==> config.mk <==
export PLATFORM = sky130hd
export DESIGN_NAME = crsp_basis
export DESIGN_NICKNAME = d
export VERILOG_FILES = /design/src/hw/rtl/crsp_pkg.sv /design/src/hw/rtl/crsp_basis.sv
export SDC_FILE = /design/constraint.sdc
export NUM_CORES = 2
export LEC_CHECK = 0
export BUFFER_PORTS_ARGS = -buffer_cell sky130_fd_sc_hd__buf_2
export CAP_MARGIN = 5
export CELL_PAD_IN_SITES_DETAIL_PLACEMENT = 1
export CELL_PAD_IN_SITES_GLOBAL_PLACEMENT = 1
export CORE_MARGIN = 5
export CORE_UTILIZATION = 35
export DETAILED_ROUTE_END_ITERATION = 8
export GPL_TIMING_DRIVEN = 0
export PLACE_DENSITY_LB_ADDON = 0.1
export RECOVER_POWER = 50
export SKIP_CTS_REPAIR_TIMING = 1
export SLEW_MARGIN = 20
export SYNTH_ARGS = -nofsm -noshare
export SYNTH_HDL_FRONTEND = slang
export SYNTH_SLANG_ARGS = --single-unit
export TNS_END_PERCENT = 5
==> constraint.sdc <==
create_clock -name clk -period 6.7 [get_ports clk]
set_input_delay 1.34 -clock clk [delete_from_list [all_inputs] [get_ports clk]]
set_output_delay 1.34 -clock clk [all_outputs]
set_load 0.02 [all_outputs]
==> src/hw/rtl/crsp_pkg.sv <==
package crsp_pkg;

    // Width of every control value, parameter and result.
    localparam int DATA_W = 32;

    typedef logic signed [DATA_W-1:0] sample_t;

    // Saturation limits of the result.
    localparam sample_t SAT_MAX = 32'sh7fff_ffff;
    localparam sample_t SAT_MIN = 32'sh8000_0000;

    // How the result of a transaction is chosen.
    typedef enum logic [1:0] {
        SEL_START,  // parameter at or below zero: segment start
        SEL_END,    // parameter at or above one: segment end
        SEL_CURVE   // parameter inside the segment: weighted sum
    } sel_t;

    // Control that travels with a transaction between the two halves.
    typedef struct packed {
        logic valid;
        sel_t sel;
    } ctl_t;

endpackage

==> src/hw/rtl/crsp_basis.sv <==
module crsp_basis #(
    parameter int FRAC_BITS = 16,
    localparam int WW = FRAC_BITS + 5
) (
    input  logic                         clk,
    input  logic                         rst_n,
    input  logic                         item_valid,
    output logic                         item_ready,
    input  crsp_pkg::sample_t            point_before,
    input  crsp_pkg::sample_t            segment_start,
    input  crsp_pkg::sample_t            segment_end,
    input  crsp_pkg::sample_t            point_after,
    input  crsp_pkg::sample_t            position,
    output crsp_pkg::ctl_t               basis_ctl,
    input  logic                         basis_ready,
    output crsp_pkg::sample_t            pts [4],
    output logic signed [WW-1:0]         wts [4]
);

    localparam int F   = FRAC_BITS;
    localparam int PW2 = 2 * F;
    localparam crsp_pkg::sample_t ONE = crsp_pkg::sample_t'(1) <<< F;
    localparam logic [PW2:0] HALF = (PW2 + 1)'(1) << (F - 1);
    localparam logic signed [WW-1:0] TWO_ONE = WW'(1) <<< (F + 1);

    // stage valids and flow control
    logic v1_reg, v2_reg, v3_reg;
    logic rdy1, rdy2, rdy3;

    // stage payload
    crsp_pkg::sel_t    sel1_reg, sel2_reg, sel3_reg;
    crsp_pkg::sample_t pts1_reg [4];
    crsp_pkg::sample_t pts2_reg [4];
    crsp_pkg::sample_t pts3_reg [4];
    logic [F-1:0]      tf1_reg, tf2_reg;
    logic [PW2-1:0]    tt1_reg;
    logic [F:0]        t2_reg;
    logic [PW2:0]      t2t_reg;
    logic signed [WW-1:0] wts3_reg [4];

    // next values
    crsp_pkg::sel_t       sel1_next;
    logic [F-1:0]         tf1_next;
    logic [PW2-1:0]       tt1_next;
    logic [PW2:0]         t2_full;
    logic [F:0]           t2_next;
    logic [PW2:0]         t2t_next;
    logic [PW2+1:0]       t3_full;
    logic [F:0]           t3;
    logic signed [WW-1:0] t_s, t2_s, t3_s;
    logic signed [WW-1:0] wts3_next [4];

    assign rdy3       = !v3_reg || basis_ready;
    assign rdy2       = !v2_reg || rdy3;
    assign rdy1       = !v1_reg || rdy2;
    assign item_ready = rdy1;

    // stage 1: range check and t*t
    always_comb
    begin
        priority if (position <= 0)
            sel1_next = crsp_pkg::SEL_START;
        else if (position >= ONE)
            sel1_next = crsp_pkg::SEL_END;
        else
            sel1_next = crsp_pkg::SEL_CURVE;
    end

    assign tf1_next = position[F-1:0];
    assign tt1_next = PW2'(tf1_next) * PW2'(tf1_next);

    // stage 2: round t^2, then t^2*t
    assign t2_full  = {1'b0, tt1_reg} + HALF;
    assign t2_next  = t2_full[PW2:F];
    assign t2t_next = (PW2 + 1)'(t2_next) * (PW2 + 1)'(tf1_reg);

    // stage 3: round t^3, doubled basis weights
    assign t3_full = {1'b0, t2t_reg} + (PW2 + 2)'(HALF);
    assign t3      = t3_full[PW2:F];
    assign t_s     = signed'(WW'(tf2_reg));
    assign t2_s    = signed'(WW'(t2_reg));
    assign t3_s    = signed'(WW'(t3));

    always_comb
    begin
        wts3_next[0] = -t3_s + (t2_s <<< 1) - t_s;
        wts3_next[1] = (t3_s <<< 1) + t3_s - (t2_s <<< 2) - t2_s + TWO_ONE;
        wts3_next[2] = -(t3_s <<< 1) - t3_s + (t2_s <<< 2) + t_s;
        wts3_next[3] = t3_s - t2_s;
    end

    // valid bits
    always_ff @(posedge clk or negedge rst_n)
    begin
        if (!rst_n)
        begin
            v1_reg <= 1'b0;
            v2_reg <= 1'b0;
            v3_reg <= 1'b0;
        end
        else
        begin
            if (rdy1)
                v1_reg <= item_valid;
            if (rdy2)
                v2_reg <= v1_reg;
            if (rdy3)
                v3_reg <= v2_reg;
        end
    end

    // payload
    always_ff @(posedge clk)
    begin
        if (rdy1 && item_valid)
        begin
            sel1_reg    <= sel1_next;
            pts1_reg[0] <= point_before;
            pts1_reg[1] <= segment_start;
            pts1_reg[2] <= segment_end;
            pts1_reg[3] <= point_after;
            tf1_reg     <= tf1_next;
            tt1_reg     <= tt1_next;
        end
        if (rdy2 && v1_reg)
        begin
            sel2_reg <= sel1_reg;
            pts2_reg <= pts1_reg;
            tf2_reg  <= tf1_reg;
            t2_reg   <= t2_next;
            t2t_reg  <= t2t_next;
        end
        if (rdy3 && v2_reg)
        begin
            sel3_reg <= sel2_reg;
            pts3_reg <= pts2_reg;
            wts3_reg <= wts3_next;
        end
    end

    assign basis_ctl.valid = v3_reg;
    assign basis_ctl.sel   = sel3_reg;
    assign pts             = pts3_reg;
    assign wts             = wts3_reg;

    // doubled weights always sum to two
    a_unity: assert property (@(posedge clk) disable iff (!rst_n)
        v3_reg && sel3_reg == crsp_pkg::SEL_CURVE |->
        (wts3_reg[0] + wts3_reg[1] + wts3_reg[2] + wts3_reg[3]) == TWO_ONE)
        else $error("basis weights do not sum to two");

    // a held stage keeps its middle two weights
    a_hold: assert property (@(posedge clk) disable iff (!rst_n)
        v3_reg && !basis_ready |=> v3_reg && $stable(wts3_reg[1])
        && $stable(wts3_reg[2]))
        else $error("stalled basis stage changed");

endmodule

* Yosys cells after proc, flatten, opt, wreduce, memory -nomap -nowiden *
Cells that the tools add are included.

storage, ports and cells
  register bits = 591
  latch bits = 0
  bits in writable memories = 0
  memory bits (read-only) = 0
  bits of input ports = 164
  output and inout bits = 216
  word-level logic and storage cells = 55
  memories kept = 0

cells by class
  add/sub/neg operators = 14
  multiply operators = 2
  div/mod/pow operators = 0
  order comparisons = 2
  equality and inequality tests = 0
  shift-type cells = 0
  multiplexer cells = 1
  bitwise operators = 0
  reductions and logical operators = 9

operators by type and width
  cell                      number
  $add A32 B16 Y33 const B  1
  $add A33 B16 Y33 const B  1
  $mul A17 B16 Y33          1
  $ge A32 B18 Y1 const B    1
  $le A32 B1 Y1 const B     1
  $mul A16 B16 Y32          1
  $add A21 B17 Y21          1
  $add A21 B19 Y21          1
  $add A21 B19 Y21 const B  1
  $add A21 B20 Y21          1
  $neg A17 Y21              1
  $neg A18 Y21              1
  $sub A20 B18 Y21          1
  $sub A21 B17 Y21          1
  $sub A21 B18 Y21          1
  $sub A19 B19 Y20          1
  $add A18 B17 Y19          1
  $sub A17 B17 Y18          1
  $logic_and A1 B1 Y1       3
  $logic_not A1 Y1          3
  $logic_or A1 B1 Y1        3
  $mux W2                   1

* Longest topological paths before layout *
  depth in word-level cells = 5
  mapped depth = 29
  gate-level depth less buffers = 28

* Worst setup path before layout *
Ideal clock, no wire load.

  path type = reg-to-reg
  start = register tt1_reg[15]
  end = register t2t_reg[27], data pin
  setup time = 258 ps
  data arrival time = 7047 ps
  data required time = 6442 ps
  setup slack = -605 ps
  stages on the path, launching flop included = 26
  buffers on the path = 1
  clock period less this slack = 7305 ps
  cells stage by stage = edfxtp_1 -> ha_1 -> nand2_1 -> or2_1 -> nor2_1 -> nand3_1 -> xnor2_1 -> clkbuf_1 -> nand2_1 -> fa_1 -> fa_1 -> inv_1 -> fa_1 -> fa_1 -> fa_1 -> fa_1 -> ha_1 -> and2_4 -> a221o_1 -> a41o_1 -> o311ai_2 -> nand4_1 -> a31o_1 -> a21o_1 -> a21oi_2 -> xnor2_1

on the way
  cells in the longest elaborated chain, start to end = 2

ends and longest elaborated chain
  item                    RTL line           text
  from (decl)             crsp_basis.sv:36   logic [PW2-1:0] tt1_reg;
  from (signal assigned)  crsp_basis.sv:123  tt1_reg <= tt1_next;
  $add A32 B16 Y33        crsp_basis.sv:73   assign t2_full = {1'b0, tt1_reg} + HALF;
  named net t2_full[29]   crsp_basis.sv:45   logic [PW2:0] t2_full;
  $mul A17 B16 Y33        crsp_basis.sv:75   assign t2t_next = (PW2 + 1)'(t2_next) * (PW2 + 1)'(tf1_reg);
  named net t2t_next[27]  crsp_basis.sv:47   logic [PW2:0] t2t_next;
  to (signal assigned)    crsp_basis.sv:131  t2t_reg <= t2t_next;
  to (decl)               crsp_basis.sv:38   logic [PW2:0] t2t_reg;

The timed path passes the listed nets, and every way through them passes these cells.
A chain may end at the register's enable or synchronous reset.

* Final worst setup path *
  start = register tt1_reg[17]
  end = register t2t_reg[27], data pin

Same word-level chain as after synthesis.

==> impl_metrics.yaml <==
worst_hold_path:
  worstHoldPathCells: 0
  hold_path.class: "flip-flop to flip-flop"
sta:
  max_slew.worst_pin.slew_ps: 785
  setup_slack_ps: -814
  slew_headroom_pct: 47.7
  finalCriticalPeriod_ps: 7510
  skew_ps: 36.8
  rsz0062_at_grt: "true"
  setup_viol: 29
  maxSlewViolCount: 0
  tns_ps: -13060
  hold_viol: 0
  fin_crit_sh_pct: 112
  max_freq_ghz: 0.133
floorplanning:
  core_area_sq_um: 108000
  num_rows: 121
  die_w_um: 340
  die-area_sq_um: 115000
  fp.dieH_um: 340
  start_util_pct: 35.1
  ios: 380
clocking:
  cts_tree: "yes"
  clk_path_buf_depth: 3
  root_buffer: "clkbuf_16"
  numCtsBuffers: 60
  clock_latency_ps: 660
  clkSinkCount: 557
  path_clk_slew_ps: 60
  cts_htree_levels: 2
global_routing:
  grt_pass1_vias: 26500
  grt_pass1_wl_mm: 156
  antenna_found_initial: 14
  grt.overflow.total: 0
  grt_max_degree: 62
  grtUsageTotal_pct: 17.4
cells_and_area:
  drive_gt1_share_pct: 17.6
  final_nets: 4423
  final_cell_mix: "inv_1 (605), edfxtp_1 (554), fa_1 (430)"
  fill_cells: 11400
  final_common_cell: "inv_1"
  regArea_sq_um: 16700
  syn_to_final_growth_pct: 18.4
  multi_input_area_sq_um: 19400
setup_path:
  crit_arrival_ps: 7900
  crit_path_end_kind: "flip-flop"
  worstPathRequired_ps: 7080
  reg2regPathDepth: 25
  path_max_fanout: 8
  cp-start-kind: "flip-flop"
  crit_type: "flip-flop to flip-flop"
status:
  outcome: "finished with violations"
  violations: "negative setup slack"
route:
  final_antenna_net_count: 0
  via_count: 23300
  routedWlPerCell_um: 20.2
  detail_route.first_pass.iterations: 5
  via_per_inst: 4.67
  totalWireLength_mm: 101
  drc_errors: 0
  drtIter0Drc: 851
synthesis:
  netlist_area_sq_um: 38000
  ys.flop_type: "edfxtp_1"
  postSynthAreaPerCell_sq_um: 12.6
  synthCells: 3026
  synth_fp_nets: 3937
  seq_area_frac_synth_pct: 43.9
  synth_edf_count: 554
  synth_cell_types: 65
  ys_seq_elements: 557
  async_flop_share_pct: 0.539
  synth_warnings: 0
place:
  dp_hpwl_mm: 81.4
  routabilityCongestion: 0.840
  io_buffers: 379
job:
  cap_viol_max_count: 0
[kinds of logic after synthesis]
group,Yosys count,synth area share [%]
adder cells (fa/ha/maj),747,33.1
AND/OR/NAND/NOR,675,8.60
buffers and inverters,668,6.65
flip-flops,557,43.9
AO/OA/AOI/OAI,235,4.31
XOR/XNOR,143,3.31
multiplexers,1,0.0296
[synthesized netlist by cell type (all sizes together), types with 2 or more instances]
cell | number | area share (%)
o41ai | 8 | 0.24
nor3 | 27 | 0.36
a31oi | 5 | 0.082
o21bai | 8 | 0.16
inv | 608 | 6.0
nand2 | 268 | 2.6
buf | 9 | 0.14
o31ai | 6 | 0.16
o21ai | 36 | 0.47
nor4 | 9 | 0.15
xor2 | 47 | 1.1
dfrtp | 3 | 0.20
o22ai | 2 | 0.033
a211o | 2 | 0.046
xnor2 | 96 | 2.2
o221ai | 2 | 0.046
edfxtp | 554 | 44
a41oi | 4 | 0.092
and2 | 164 | 2.7
o211ai | 3 | 0.059
nand3 | 28 | 0.37
and4 | 4 | 0.092
or2 | 7 | 0.12
o31a | 4 | 0.092
a21oi | 65 | 0.87
a311o | 2 | 0.053
o21a | 23 | 0.45
o2111ai | 6 | 0.15
a21o | 30 | 0.59
nor2b | 24 | 0.39
and3 | 9 | 0.15
a2111oi | 2 | 0.066
nand4 | 15 | 0.25
fa | 434 | 23
a211oi | 11 | 0.23
or3 | 10 | 0.16
nor2 | 94 | 0.93
a21boi | 4 | 0.079
o22a | 2 | 0.046
ha | 313 | 10
nand2b | 15 | 0.25
clkbuf | 51 | 0.50
a2111o | 2 | 0.059
[cell type report]
class                   instances  area share [%]
diodes                          8          0.0444
plain buffers                  59           0.953
inverters                     608            5.07
clock buffers                  67            3.39
well taps                    1414            3.93
repair buffers                425            5.46
clock inverters                46            1.06
multi-input cells            1801            43.0
flip-flops and latches        557            37.1
[stage by stage]
step	util (%)	std cells	instance area, sq um	hold slack (ps)	worst slack [ps]
2_1_floorplan	-	3026	38300	400	-203
3_3_place_gp	38.7	4819	42000	400	-2730
3_5_place_dp	39.0	4829	42300	405	-2130
4_1_cts	40.8	4942	44300	414	-2180
5_1_grt	41.5	4985	45000	421	-1050
6_report	41.5	4985	45000	414	-814
[final timing paths]
kind | slack (ps) | end | from
worst max register to register | -810 | t2t_reg[27]$_DFFE_PP_ | tt1_reg[17]$_DFFE_PP_
worst min-delay path | 410 | pts2_reg[108]$_DFFE_PP_ | pts1_reg[108]$_DFFE_PP_
worst max-delay path | -810 | t2t_reg[27]$_DFFE_PP_ | tt1_reg[17]$_DFFE_PP_
worst min register to register | 410 | pts2_reg[108]$_DFFE_PP_ | pts1_reg[108]$_DFFE_PP_
max in group asynchronous | 6030 | v3_reg$_DFFE_PN0P_ | rst_n
min in group asynchronous | 510 | v2_reg$_DFFE_PN0P_ | rst_n
[worst max-delay path, stage by stage (launching register included)]
cell      delay (ps)
edfxtp_1         520
buf_6            150
nand2_2           40
or2_4            270
nor2_4           220
nand3_4          120
xnor2_4          250
buf_8            180
nand2_4           60
fa_1             510
fa_1             550
inv_2             50
fa_1             500
fa_1             610
fa_1             470
fa_1             550
ha_4             210
and2_4           130
a221o_1          330
a41o_1           240
o311ai_4         370
nand4_1          220
a31o_1           280
a21o_1           210
a21oi_2          130
xnor2_1           80
[routing by layer]
layer	vias to the layer above	global-route usage (%)	part of all wire, %
li1	10800	-	-
met1	12000	21.2	41
met2	322	32.3	53
met3	121	2.41	3.0
met4	4	4.91	2.6
met5	-	0	0.027
Power is not shown: default switching activity piles up to over one toggle a cycle in this logic, so the estimate is an artifact.
